==> config.mk <==
export PLATFORM = sky130hd
export DESIGN_NAME = frame_ring_fifo_overwrite
export DESIGN_NICKNAME = d
export VERILOG_FILES = /design/src/rtl/frfo_pkg.sv /design/src/rtl/frfo_ram.sv /design/src/rtl/frame_ring_fifo_overwrite.sv
export SDC_FILE = /design/constraint.sdc
export NUM_CORES = 1
export LEC_CHECK = 0
export BUFFER_PORTS_ARGS = -buffer_cell sky130_fd_sc_hd__buf_2
export CAP_MARGIN = 25
export CELL_PAD_IN_SITES_DETAIL_PLACEMENT = 1
export CELL_PAD_IN_SITES_GLOBAL_PLACEMENT = 1
export CORE_MARGIN = 1.5
export CORE_UTILIZATION = 59
export CTS_CLUSTER_SIZE = 25
export DETAILED_ROUTE_END_ITERATION = 16
export GPL_TIMING_DRIVEN = 0
export PLACE_DENSITY_LB_ADDON = 0.1
export SLEW_MARGIN = 20
export SYNTH_ARGS = -nofsm -noshare
export SYNTH_HDL_FRONTEND = slang
export SYNTH_SLANG_ARGS = --single-unit
==> constraint.sdc <==
create_clock -name aclk -period 13.8 [get_ports aclk]
set_input_delay 2.76 -clock aclk [delete_from_list [all_inputs] [get_ports aclk]]
set_output_delay 2.76 -clock aclk [all_outputs]
set_load 0.01 [all_outputs]
==> src/rtl/frfo_pkg.sv <==
package frfo_pkg;

    localparam int MAX_FRAMES_DEF  = 16;
    localparam int FRAME_BYTES_DEF = 4;

    localparam int FUNC_W    = 2;
    localparam int DATA_W    = 32;
    localparam int USED_W    = 4;
    localparam int CFG_IDX_W = 2;
    localparam int CFG_DAT_W = 5;

    localparam logic [FUNC_W-1:0] FUNC_WRITE = 2'd0;
    localparam logic [FUNC_W-1:0] FUNC_READ  = 2'd1;
    localparam logic [FUNC_W-1:0] FUNC_INFO  = 2'd2;
    localparam logic [FUNC_W-1:0] FUNC_FLUSH = 2'd3;

    localparam logic [CFG_IDX_W-1:0] CFG_FRAMES_IN_USE   = 2'd0;
    localparam logic [CFG_IDX_W-1:0] CFG_BLOCK_WHEN_FULL = 2'd1;

    localparam logic [CFG_DAT_W-1:0] FRAMES_IN_USE_RST = 5'd16;

    // Status of one operation, waiting for its frame data to come out of the RAM
    typedef struct packed {
        logic              done;
        logic              rd_ok;
        logic [USED_W-1:0] used;
        logic              ovf;
        logic              blk;
    } frfo_stat_t;

endpackage

==> src/rtl/frfo_ram.sv <==
module frfo_ram #(
    parameter int WIDTH = 32,
    parameter int DEPTH = 16
) (
    input  logic                     aclk,
    input  logic                     we,
    input  logic [$clog2(DEPTH)-1:0] waddr,
    input  logic [WIDTH-1:0]         wdata,
    input  logic                     re,
    input  logic [$clog2(DEPTH)-1:0] raddr,
    output logic [WIDTH-1:0]         rdata
);

    logic [WIDTH-1:0] mem [DEPTH];
    logic [WIDTH-1:0] rdata_reg;

    always_ff @(posedge aclk) begin
        if (we) begin
            mem[waddr] <= wdata;
        end
        // read data holds when not enabled
        if (re) begin
            rdata_reg <= mem[raddr];
        end
    end

    assign rdata = rdata_reg;

endmodule

==> src/rtl/frame_ring_fifo_overwrite.sv <==
// An accepted transfer is registered in the pend stage, then in the out stage that
// drives m_*. Throughput: one operation per cycle while m_ready does not hold the
// result stages; indices and flags update in the accept cycle, and the frame RAM's
// registered read port sets the two-stage path. Reset (aresetn low, synchronous):
// indices and overflow cleared, frames_in_use 16 or MAX_FRAMES if smaller,
// block_when_full 0, both result stages empty. Frame RAM contents are not cleared.
module frame_ring_fifo_overwrite
    import frfo_pkg::*;
#(
    parameter int MAX_FRAMES  = MAX_FRAMES_DEF,
    parameter int FRAME_BYTES = FRAME_BYTES_DEF
) (
    input  logic                 aclk,
    input  logic                 aresetn,

    input  logic                 s_valid,
    output logic                 s_ready,
    input  logic [FUNC_W-1:0]    s_func,
    input  logic [DATA_W-1:0]    s_write_data,

    output logic                 m_valid,
    input  logic                 m_ready,
    output logic                 m_done_res,
    output logic [DATA_W-1:0]    m_read_data,
    output logic [USED_W-1:0]    m_used_frames,
    output logic                 m_overflow_seen,
    output logic                 m_block_mode,

    input  logic                 cfg_valid,
    output logic                 cfg_ready,
    input  logic [CFG_IDX_W-1:0] cfg_index,
    input  logic [CFG_DAT_W-1:0] cfg_data
);

    localparam int IDX_W   = $clog2(MAX_FRAMES);
    localparam int CNT_W   = IDX_W + 1;                       // holds the slot count
    localparam int SW      = (CNT_W > CFG_DAT_W) ? CNT_W : CFG_DAT_W;
    localparam int FRAME_W = 8 * FRAME_BYTES;

    // ---------------------------------------------------------------------
    // Ring state
    // ---------------------------------------------------------------------
    logic [CNT_W-1:0] slots_reg,  slots_next;   // effective ring size, clamped
    logic             blk_reg,    blk_next;
    logic [IDX_W-1:0] widx_reg,   widx_next;
    logic [IDX_W-1:0] ridx_reg,   ridx_next;
    logic             ovf_reg,    ovf_next;

    // Pipeline: pend stage waits on RAM read data, out stage feeds m_*
    logic             pend_valid_reg, pend_valid_next;
    frfo_stat_t       pend_reg,       pend_next;
    logic             out_valid_reg,  out_valid_next;
    frfo_stat_t       out_reg,        out_next;
    logic [DATA_W-1:0] out_data_reg,  out_data_next;

    logic             s_xfer;
    logic             cfg_xfer;
    logic             pend_move;

    // RAM side
    logic               ram_we;
    logic               ram_re;
    logic [FRAME_W-1:0] ram_wdata;
    logic [FRAME_W-1:0] ram_rdata;

    // Op decode helpers
    logic [IDX_W-1:0] widx_adv;
    logic [IDX_W-1:0] ridx_adv;
    logic             full;
    logic             wr_ok;
    logic             rd_ok;
    logic [CNT_W-1:0] used;
    logic [31:0]      used_ext;
    logic [63:0]      wdata_ext;
    logic [63:0]      rdata_ext;
    logic [SW-1:0]    cfg_fiu;
    logic [SW-1:0]    cfg_slots;

    // next index around the ring of slots_reg entries
    function automatic logic [IDX_W-1:0] advance(input logic [IDX_W-1:0] idx,
                                                 input logic [CNT_W-1:0] n);
        logic [CNT_W-1:0] nx;
        nx = {1'b0, idx} + CNT_W'(1);
        return (nx >= n) ? '0 : nx[IDX_W-1:0];
    endfunction

    // ---------------------------------------------------------------------
    // Handshakes
    // ---------------------------------------------------------------------
    assign cfg_ready = 1'b1;
    assign cfg_xfer  = cfg_valid & cfg_ready;

    // pend advances when the out register is empty or drains this cycle
    assign pend_move = pend_valid_reg & (~out_valid_reg | m_ready);
    // new op only if pend is free after this edge; the RAM read port then
    // holds its data while pend is stalled
    assign s_ready   = ~pend_valid_reg | pend_move;
    assign s_xfer    = s_valid & s_ready;

    // ---------------------------------------------------------------------
    // Operation logic: indices and flags settle in the accept cycle
    // ---------------------------------------------------------------------
    assign widx_adv = advance(widx_reg, slots_reg);
    assign ridx_adv = advance(ridx_reg, slots_reg);
    assign full     = (widx_adv == ridx_reg);
    assign wr_ok    = ~full | ~blk_reg;
    assign rd_ok    = (widx_reg != ridx_reg);

    assign wdata_ext = 64'(s_write_data);
    assign ram_wdata = wdata_ext[FRAME_W-1:0];
    assign ram_we    = s_xfer & (s_func == FUNC_WRITE) & wr_ok;
    assign ram_re    = s_xfer & (s_func == FUNC_READ) & rd_ok;

    // frames_in_use clamped to 2..MAX_FRAMES
    assign cfg_fiu   = SW'(cfg_data);
    assign cfg_slots = (cfg_fiu < SW'(2)) ? SW'(2) :
                       (cfg_fiu > SW'(MAX_FRAMES)) ? SW'(MAX_FRAMES) : cfg_fiu;

    always_comb begin
        slots_next      = slots_reg;
        blk_next        = blk_reg;
        widx_next       = widx_reg;
        ridx_next       = ridx_reg;
        ovf_next        = ovf_reg;
        pend_next       = pend_reg;
        pend_valid_next = pend_valid_reg;
        out_next        = out_reg;
        out_data_next   = out_data_reg;
        out_valid_next  = out_valid_reg;
        used            = '0;
        used_ext        = '0;
        rdata_ext       = 64'(ram_rdata);

        // output stage
        if (pend_move) begin
            out_valid_next = 1'b1;
            out_next       = pend_reg;
            out_data_next  = pend_reg.rd_ok ? rdata_ext[DATA_W-1:0] : '0;
        end else if (m_ready) begin
            out_valid_next = 1'b0;
        end

        if (pend_move) begin
            pend_valid_next = 1'b0;
        end

        if (s_xfer) begin
            pend_valid_next = 1'b1;
            pend_next.done  = 1'b1;
            pend_next.rd_ok = 1'b0;
            pend_next.blk   = blk_reg;

            case (s_func)
                FUNC_WRITE: begin
                    pend_next.done = wr_ok;
                    if (wr_ok) begin
                        // overwrite mode on a full ring drops the oldest frame
                        if (full) begin
                            ridx_next = ridx_adv;
                            ovf_next  = 1'b1;
                        end
                        widx_next = widx_adv;
                    end
                end
                FUNC_READ: begin
                    pend_next.done  = rd_ok;
                    pend_next.rd_ok = rd_ok;
                    if (rd_ok) begin
                        ridx_next = ridx_adv;
                    end
                end
                FUNC_FLUSH: begin
                    widx_next = '0;
                    ridx_next = '0;
                    ovf_next  = 1'b0;
                end
                default: begin
                end
            endcase

            used = (widx_next >= ridx_next) ?
                   (CNT_W'(widx_next) - CNT_W'(ridx_next)) :
                   (slots_reg - CNT_W'(ridx_next) + CNT_W'(widx_next));
            used_ext       = 32'(used);
            pend_next.used = used_ext[USED_W-1:0];
            pend_next.ovf  = ovf_next;

            // info reports the flag, then clears it
            if (s_func == FUNC_INFO) begin
                ovf_next = 1'b0;
            end
        end

        // user sends configuration writes only while the block is idle; unchecked
        if (cfg_xfer) begin
            case (cfg_index)
                CFG_FRAMES_IN_USE: begin
                    slots_next = cfg_slots[CNT_W-1:0];
                    widx_next  = '0;
                    ridx_next  = '0;
                end
                CFG_BLOCK_WHEN_FULL: begin
                    blk_next = cfg_data[0];
                end
                default: begin
                end
            endcase
        end
    end

    always_ff @(posedge aclk) begin
        if (!aresetn) begin
            slots_reg      <= CNT_W'(MAX_FRAMES < 16 ? MAX_FRAMES : 16);
            blk_reg        <= 1'b0;
            widx_reg       <= '0;
            ridx_reg       <= '0;
            ovf_reg        <= 1'b0;
            pend_valid_reg <= 1'b0;
            out_valid_reg  <= 1'b0;
        end else begin
            slots_reg      <= slots_next;
            blk_reg        <= blk_next;
            widx_reg       <= widx_next;
            ridx_reg       <= ridx_next;
            ovf_reg        <= ovf_next;
            pend_valid_reg <= pend_valid_next;
            out_valid_reg  <= out_valid_next;
        end
    end

    // payload registers, no reset
    always_ff @(posedge aclk) begin
        pend_reg     <= pend_next;
        out_reg      <= out_next;
        out_data_reg <= out_data_next;
    end

    frfo_ram #(
        .WIDTH (FRAME_W),
        .DEPTH (MAX_FRAMES)
    ) u_frame_ram (
        .aclk  (aclk),
        .we    (ram_we),
        .waddr (widx_reg),
        .wdata (ram_wdata),
        .re    (ram_re),
        .raddr (ridx_reg),
        .rdata (ram_rdata)
    );

    assign m_valid         = out_valid_reg;
    assign m_done_res      = out_reg.done;
    assign m_read_data     = out_data_reg;
    assign m_used_frames   = out_reg.used;
    assign m_overflow_seen = out_reg.ovf;
    assign m_block_mode    = out_reg.blk;

endmodule
==> reports/metrics.yaml <==
dp_hpwl_um: 38000
r2r-end: "pend_reg[5]"
rrSetupSlack_ns: 7.96
start_util_pct: 59.8
die_y_um: 204
yosysWarnings: 0
hold_depth: 0
finalMaxSlewViolations: 0
core_sq_um: 39700
hold_viol: 0
synth_cells: 1092
arrival_ns: 3.55
cts_tree: "built"
routabilityCongestion: 0.829
synth-edff-count: 591
numPortBuffers: 86
power_leakage_nw: 9.01
totalWireLength_um: 59500
slew_headroom_pct: 32.0
die_x_um: 204
cp_common_cell: "buf_2"
maxCapViolCount: 0
path_class: "input port to output port"
cp-start-kind: "input port"
cts.sinks: 608
reg2reg_from: "widx_reg[1]"
setup_tns_ns: 0
cts_resized: 0
min_from: "pend_reg[1]"
fin_crit_sh_pct: 45.7
worstMarginPinSlew_ns: 1.02
seq_area_frac_synth_pct: 76.1
grt_pass1_vias: 13000
area.growth.synth_to_final_pct: 16.6
holdBufCountCts: 0
top_level_ports: 88
crit_required_ns: 11.04
drt_iter0_drc: 1103
grt_use_total_pct: 29.7
drive_gt1_share_pct: 31.5
num-fill-cells: 3103
fin_nets: 1371
synth_area_leader_cell: "edfxtp_1"
via_count: 12000
reg2regPathDepth: 18
cp_cell_sequence: "buf_2 > nor2b_1 > nand2_1 > buf_2"
drt-pass1-iter-count: 5
cts_root_buf: "clkbuf_16"
numCtsBuffers: 59
finalClockSkew_ns: 0.0135
viasPerCell: 6.44
setup_viol: 0
antenna_found_initial: 2
layout_min_cycle_time_ns: 6.31
drc: 0
place_inst: 1755
cts_setup_buffers: 0
clk_pin_slew_ns: 0.06
dieArea_sq_um: 41500
grt_pass1_wl_um: 86600
wl_per_cell_um: 31.9
critPathMaxFanout: 4
fin_cells: 1866
ys_seq_elements: 608
crit_path_max_incr_delay_ns: 0.33
peakVddDrop_mv: 0.110
timing.fmax_ghz: 0.158
critPathCaptureType: "output port"
min_to: "m_overflow_seen"
grt_max_degree: 24
synthDominantCellAreaShare_pct: 74.7
num_rows: 73
final_antenna_net_count: 0
slowest_stage: "nor2b_1"
place_area_sq_um: 25800
synthFlopType: "edfxtp_1"
hp-class: "register to register"
ys_async_sr_fraction_pct: 0
rsz0062_at_grt: "no"
insertion_delay_ns: 0.62
largest_reg_flops: 512
p_per_area_nw_per_um2: 139
cts.path.max_buffers: 3
stdcell_area_sq_um: 27700
synth_area_leaders: "edfxtp_1 (75%), mux4_2 (15%), dfxtp_1 (1.4%)"
avgSynthCellArea_sq_um: 21.8
yosys.cell_types.count: 58
status: "completed"
htreeDepth: 2
syn_area_sq_um: 23800
grt-ovfl-total: 0
synth_nets: 1168
[area by class of cell]
type	instances	area [sq um]	share of cell area, %
Tap cell	525	657	2.37
Timing Repair Buffer	142	1320	4.78
Buffer	48	199	0.718
Clock buffer	66	1500	5.42
Sequential cell	608	18100	65.3
Multi-Input combinational cell	410	5510	19.9
Antenna cell	1	2.50	0.00903
Inverter	26	97.6	0.352
Clock inverter	40	329	1.19
[logic make-up after synthesis]
| group | Yosys count | share of synthesized area, % |
|---|---|---|
| AND/OR/NAND/NOR | 137 | 2.98 |
| buffers and inverters | 74 | 1.22 |
| multiplexers | 165 | 15.4 |
| AO/OA/AOI/OAI | 60 | 1.92 |
| XOR/XNOR | 17 | 0.658 |
| flip-flops | 608 | 76.1 |
| other | 1 | 0.0158 |
| adder cells (fa/ha/maj) | 30 | 1.71 |
[cells in the final DEF, fill, tap and decap left out, drive strengths merged, types with 3 or more instances in the layout]
master  count
a211oi      6
a21o        3
a21oi      16
and2       32
and3        6
buf       159
bufinv      6
clkbuf     97
clkinv     32
dfxtp      17
edfxtp    591
fa          4
ha         26
inv        27
mux2i       5
mux4      160
nand2      23
nand2b      8
nand3       3
nor2       43
nor2b       3
nor3        6
nor3b       3
nor4        3
o211ai      5
o21ai      10
xnor2       8
xor2        9
[stage by stage]
step	total power, mW	setup WS, ns	hold slack [ns]	utilization [%]
after floorplan	2.23	7.58	0.400	-
after global placement	2.30	4.25	0.403	62.5
after detailed placement	2.32	7.37	0.414	65.0
after CTS	3.85	7.49	0.428	69.6
after global routing	3.93	7.45	0.428	69.7
final	3.84	7.49	0.425	69.7
[worst max-delay path: cells and delay by family]
family | cells | cell delay (ns)
buffers and inverters | 2 | 0.28
and+or+nand+nor | 2 | 0.50
[cells in the mapped netlist, drive strengths merged (2+ instances only)]
library cell	count
a211oi	6
a21o	3
a21oi	16
a221oi	2
a22o	2
a22oi	2
and2	32
and3	6
buf	18
clkbuf	30
dfxtp	17
edfxtp	591
fa	4
ha	26
inv	26
mux2i	5
mux4	160
nand2	23
nand2b	8
nand3	3
nor2	43
nor2b	3
nor3	6
nor3b	3
nor4	3
o211ai	5
o21a	2
o21ai	10
o31ai	2
or3	2
or3b	2
xnor2	8
xor2	9
[worst max-delay path by stage]
stage	from	endpoint	slack, ns	depth (start not counted)
floorplan	m_ready	u_frame_ram.mem[3][0]	7.58	7
global placement	s_func[0]	u_frame_ram.mem[1][13]	4.25	7
detailed placement	s_func[0]	pend_reg[5]	7.37	15
CTS	m_ready	s_ready	7.49	4
global route	m_ready	s_ready	7.45	4
finish	m_ready	s_ready	7.49	4
[metal layers]
layer	vias up	global-route usage [%]	wire length [um]
li1	4920	-	-
met1	6374	38.8	22700
met2	584	50.4	30800
met3	139	5.42	4100
met4	2	11.4	1840
met5	-	0	12
[power by group]
| group | total [mW] | internal (mW) | switching [mW] |
|---|---|---|---|
| combinational | 0.228 | 0.0958 | 0.132 |
| clock | 1.55 | 0.886 | 0.666 |
| sequential | 2.06 | 2.05 | 0.00880 |
| total | 3.84 | 3.03 | 0.806 |
No activity file was read; power rests on OpenSTA's default activity.
